**src/ckdil_ram.sv**
```systemverilog
// ----------------------------------------------------------------------------
// Generic RAM
// One write port and one read port with registered read data.
// ----------------------------------------------------------------------------
module ckdil_ram #(
  parameter int WIDTH = 8,
  parameter int DEPTH = 256,
  localparam int AW = $clog2(DEPTH)
) (
  input  logic             clk,
  input  logic             we,
  input  logic [AW-1:0]    waddr,
  input  logic [WIDTH-1:0] wdata,
  input  logic [AW-1:0]    raddr,
  output logic [WIDTH-1:0] rdata
);

  logic [WIDTH-1:0] mem [DEPTH];

  always_ff @(posedge clk) begin
    if (we) begin
      mem[waddr] <= wdata;
    end
    rdata <= mem[raddr];
  end

endmodule

```
**config.mk**
```make
export PLATFORM = sky130hd
export DESIGN_NAME = ckdil_ram
export DESIGN_NICKNAME = d
export VERILOG_FILES = /design/src/ckdil_ram.sv
export SDC_FILE = /design/constraint.sdc
export NUM_CORES = 2
export LEC_CHECK = 0
export ABC_AREA = 1
export BUFFER_PORTS_ARGS = -buffer_cell sky130_fd_sc_hd__buf_2
export CAP_MARGIN = 10
export CORE_UTILIZATION = 60
export CTS_BUF_LIST = sky130_fd_sc_hd__clkbuf_8 sky130_fd_sc_hd__clkbuf_16
export DETAILED_ROUTE_END_ITERATION = 16
export PLACE_DENSITY = 0.76
export SKIP_CTS_REPAIR_TIMING = 1
export SYNTH_ARGS = -nofsm -noshare
export SYNTH_HDL_FRONTEND = slang
export SYNTH_SLANG_ARGS = --single-unit
```
**constraint.sdc**
```tcl
create_clock -name clk -period 2.9 [get_ports clk]
set_clock_uncertainty 0.1 [all_clocks]
set_input_delay 0 -clock clk [delete_from_list [all_inputs] [get_ports clk]]
set_output_delay 0 -clock clk [all_outputs]
set_load 0.1 [all_outputs]
```
**Word level (Yosys, flattened, before mapping)**

Memories as Yosys holds them, arrays and structs flattened. A register that Yosys moved wholly into a read port is not among the register bits.
Cells that the tools add are included.

- Div/mod/pow operators: 0
- Order comparisons: 0
- Shift-type cells: 0
- Multipliers: 0
- Equal/unequal tests: 0
- Muxes and demuxes: 2
- Bitwise gates (word level): 0
- Reductions and logical operators: 0
- Add/subtract/negate cells: 0

Operator list:

| operator | number |
|---|---|
| 1-bit 2-to-1 mux | 2 |

- ROM bits: 0
- Logic and storage cells: 3
- Bits in writable memories: 2048
- Output and inout port bits: 8
- Flip-flop bits (word level): 0
- Latch bits: 0
- Input port bits: 26
- Memories: 1

Memory list:

| name | words | bits a word | read ports | clocked after Yosys merged registers in | wr ports | line | RTL |
|---|---|---|---|---|---|---|---|
| mem | 256 | 8 | 1 | 1 | 1 | 18 | `logic [WIDTH-1:0] mem [DEPTH];` |

**Logic depth before layout (Yosys ltp)**

- Depth in word-level cells: 2
- Depth in mapped cells: 15
- Gate-level depth less buffers: 11

**Worst setup path before layout**

OpenSTA, ideal clock, no wires.

- Path type: input-to-reg
- Start point: input we
- End point: memory mem[162][0] (enable)
- Stages on the path: 4
- Setup slack: 1.309 ns
- Data arrival time: 1.121 ns
- Setup time: 0.370 ns
- Path buffers: 2
- Required time: 2.430 ns
- Cell sequence: clkbuf_1 > nand3_1 > clkbuf_1 > nor2_1

- Cells in the longest elaborated chain, start to end: 2

RTL lines:

| item | line | RTL |
|---|---|---|
| from (decl) | 11 | `input logic we,` |
| 1-bit 2-to-1 mux | 21 | `if (we) begin` |
| 1-bit 2-to-1 mux (not written as such) | 22 | `mem[waddr] <= wdata;` |
| to (decl) | 18 |  |

No other way between the ends.

**Worst setup path in the final report**

- Start point: input waddr[4]
- End point: memory mem[216][5] (enable)

RTL lines:

| item | line | RTL |
|---|---|---|
| from (decl) | 12 | `input logic [AW-1:0] waddr,` |

Straight into the memory's write port.

==> impl_metrics.json <==
{
  "slew_violations": 0,
  "die_area_um2": 140000,
  "synth_ff_type": "edfxtp_1",
  "grt_max_degree": 134,
  "synth_area_leaders": "edfxtp_1 74%, nand3_1 12%, nand2_1 9.6%",
  "maxCapViolCount": 0,
  "tightest_slew_ns": 1.26,
  "vdd_drop_max_uv": 683,
  "worstPathRequired_ns": 3.36,
  "yosys_register_bits": 2056,
  "finalHoldViolations": 0,
  "slew_headroom_pct": 16.1,
  "clock_latency_ns": 0.87,
  "setup_slack_ns": 0.0144,
  "grt_pass1_vias": 53900,
  "cp.arrival_ns": 3.35,
  "cts-buffers-inserted": 194,
  "drive_gt1_share_pct": 9.01,
  "dr.pass1.iters": 6,
  "wl_per_cell_um": 24.6,
  "num_vias": 57000,
  "numClockSinks": 2056,
  "synth_top_area_cell": "edfxtp_1",
  "pin_count": 34,
  "area_delta_synth_final_pct": 12.1,
  "clk_pin_slew_ns": 0.06,
  "ant_nets": 0,
  "max_freq_mhz": 347,
  "seq_area_frac_synth_pct": 73.9,
  "drc": 0,
  "drtIter0Drc": 8388,
  "vias_per_cell": 6.27,
  "post-place-ws_ns": 0.190,
  "syn_inst": 7003,
  "finalCriticalPeriod_ns": 2.89,
  "critPathMaxStageDelay_ns": 0.68,
  "port_buffers": 33,
  "synth_commonest_cells": "2,123 x nand2_1, 2,048 x edfxtp_1, 2,019 x nand3_1",
  "yosysMostFrequentCell": "nand2_1",
  "num_rows": 136,
  "core_um2": 138000,
  "path_buf_inv": 6,
  "tritoncts": "yes",
  "p_leak_nw": 33.2,
  "place_hpwl_um": 128000,
  "status": "finished clean",
  "crit_top_cell": "dlygate4sd3_1",
  "synth_edf_count": 2048,
  "htree_levels": 4,
  "p_total_mw": 61.4,
  "critical_path.top_delay_family": "buffers and inverters",
  "die-height_um": 375,
  "routed_wirelength_um": 224000,
  "clockBufferDepth": 3,
  "syn-num-nets": 7029,
  "gp_congestion": 0.885,
  "overflow": 0,
  "grt_use_total_pct": 31.6,
  "crit_path_start_kind": "primary input",
  "grt_pass1_wl_um": 331000,
  "start_util_pct": 60.6,
  "synth_area_um2": 83400,
  "critical_path.cell_chain": "dlygate4sd3_1, buf_2, inv_1, nor2_1, dlygate4sd3_1, nand2_1, dlygate4sd3_1, nor2_1, buf_4",
  "crit_fanout": 5,
  "antenna_found_initial": 12,
  "ys_async_sr_fraction_pct": 0,
  "ys_types": 14,
  "syn-mean-instance-area_um2": 11.9,
  "setup_viol_count_final": 0,
  "cts-root-buf": "clkbuf_16",
  "critPathSlowestCell": "dlygate4sd3_1",
  "period_share_pct": 99.5,
  "cp-end-kind": "flop",
  "die_w_um": 375,
  "p_per_area_nw_per_um2": 657,
  "yosys_warnings": 0,
  "hp-class": "primary input to flop",
  "yosysTopAreaCellShare_pct": 73.7,
  "path_class": "primary input to flop",
  "fin_nets": 7163
}
[final timing paths]
| path | startpoint | endpoint | slack [ns] | cells after the start |
|---|---|---|---|---|
| setup reg to reg | mem[224][3]$_DFFE_PP_ | rdata[3]$_DFF_P_ | 0.41 | 11 |
| hold reg to reg | mem[82][5]$_DFFE_PP_ | rdata[5]$_DFF_P_ | 0.87 | 10 |
| hold / removal | waddr[2] | mem[156][7]$_DFFE_PP_ | 0.02 | 6 |
| setup / recovery | waddr[4] | mem[216][5]$_DFFE_PP_ | 0.01 | 9 |
[report_power, final]
part / switching, mW / internal [mW] / total, mW
logic: 2.99 / 0.967 / 3.96
registers: 0.0313 / 32.7 / 32.8
clock network: 11.0 / 13.6 / 24.7
[metrics by stage]
step	utilization (%)	std cells	hold slack, ns	area (µm²)	setup TNS (ns)
floorplan	-	7003	-0.00113	83400	0
global placement	63.2	8703	0.322	86900	0
detailed placement	63.2	8703	0.324	86900	0
CTS	67.7	9062	-0.576	93200	0
global route	67.9	9094	0.0144	93500	-0.0801
finish	67.9	9096	0.0212	93500	0
[cell type report]
| class | count | area (µm²) |
|---|---|---|
| Sequential cell | 2056 | 61700 |
| Antenna cell | 2 | 5.00 |
| Inverter | 39 | 180 |
| Timing Repair Buffer | 421 | 4050 |
| Fill cell | 9188 | 44200 |
| Clock buffer | 195 | 4880 |
| Tap cell | 1794 | 2240 |
| Clock inverter | 164 | 1350 |
| Multi-Input combinational cell | 4425 | 19100 |
[layer usage]
layer / GRT usage (%) / share of wire, %
met5: 0 / 0.033
met4: 14.0 / 4.5
met3: 7.17 / 12
met2: 48.7 / 46
met1: 43.5 / 37
[tightest hold or removal path: cells and delay by family]
kind          cells  cell delay (ns)
buf+inv           3             0.49
simple gates      3             0.30
[layout by cell type, fill, tap and decap left out, drive strengths merged]
cell type and n:
nand2 2123, edfxtp 2048, nand3 2019, buf 389
nor2 283, clkbuf 195, clkinv 95, inv 88
dlygate4sd3 32, bufinv 15, dfxtp 8, clkinvlp 5
diode 2
[flip-flops by register name (all words and copies together) (netlist names)]
signal / cells
mem: 2048
rdata: 8
[logic make-up after synthesis]
logic type | after synthesis | synth area share, %
flip-flops | 2056 | 73.9
AND/OR/NAND/NOR | 4425 | 22.9
buffers and inverters | 522 | 3.12
(Power assumes the default switching activity.)
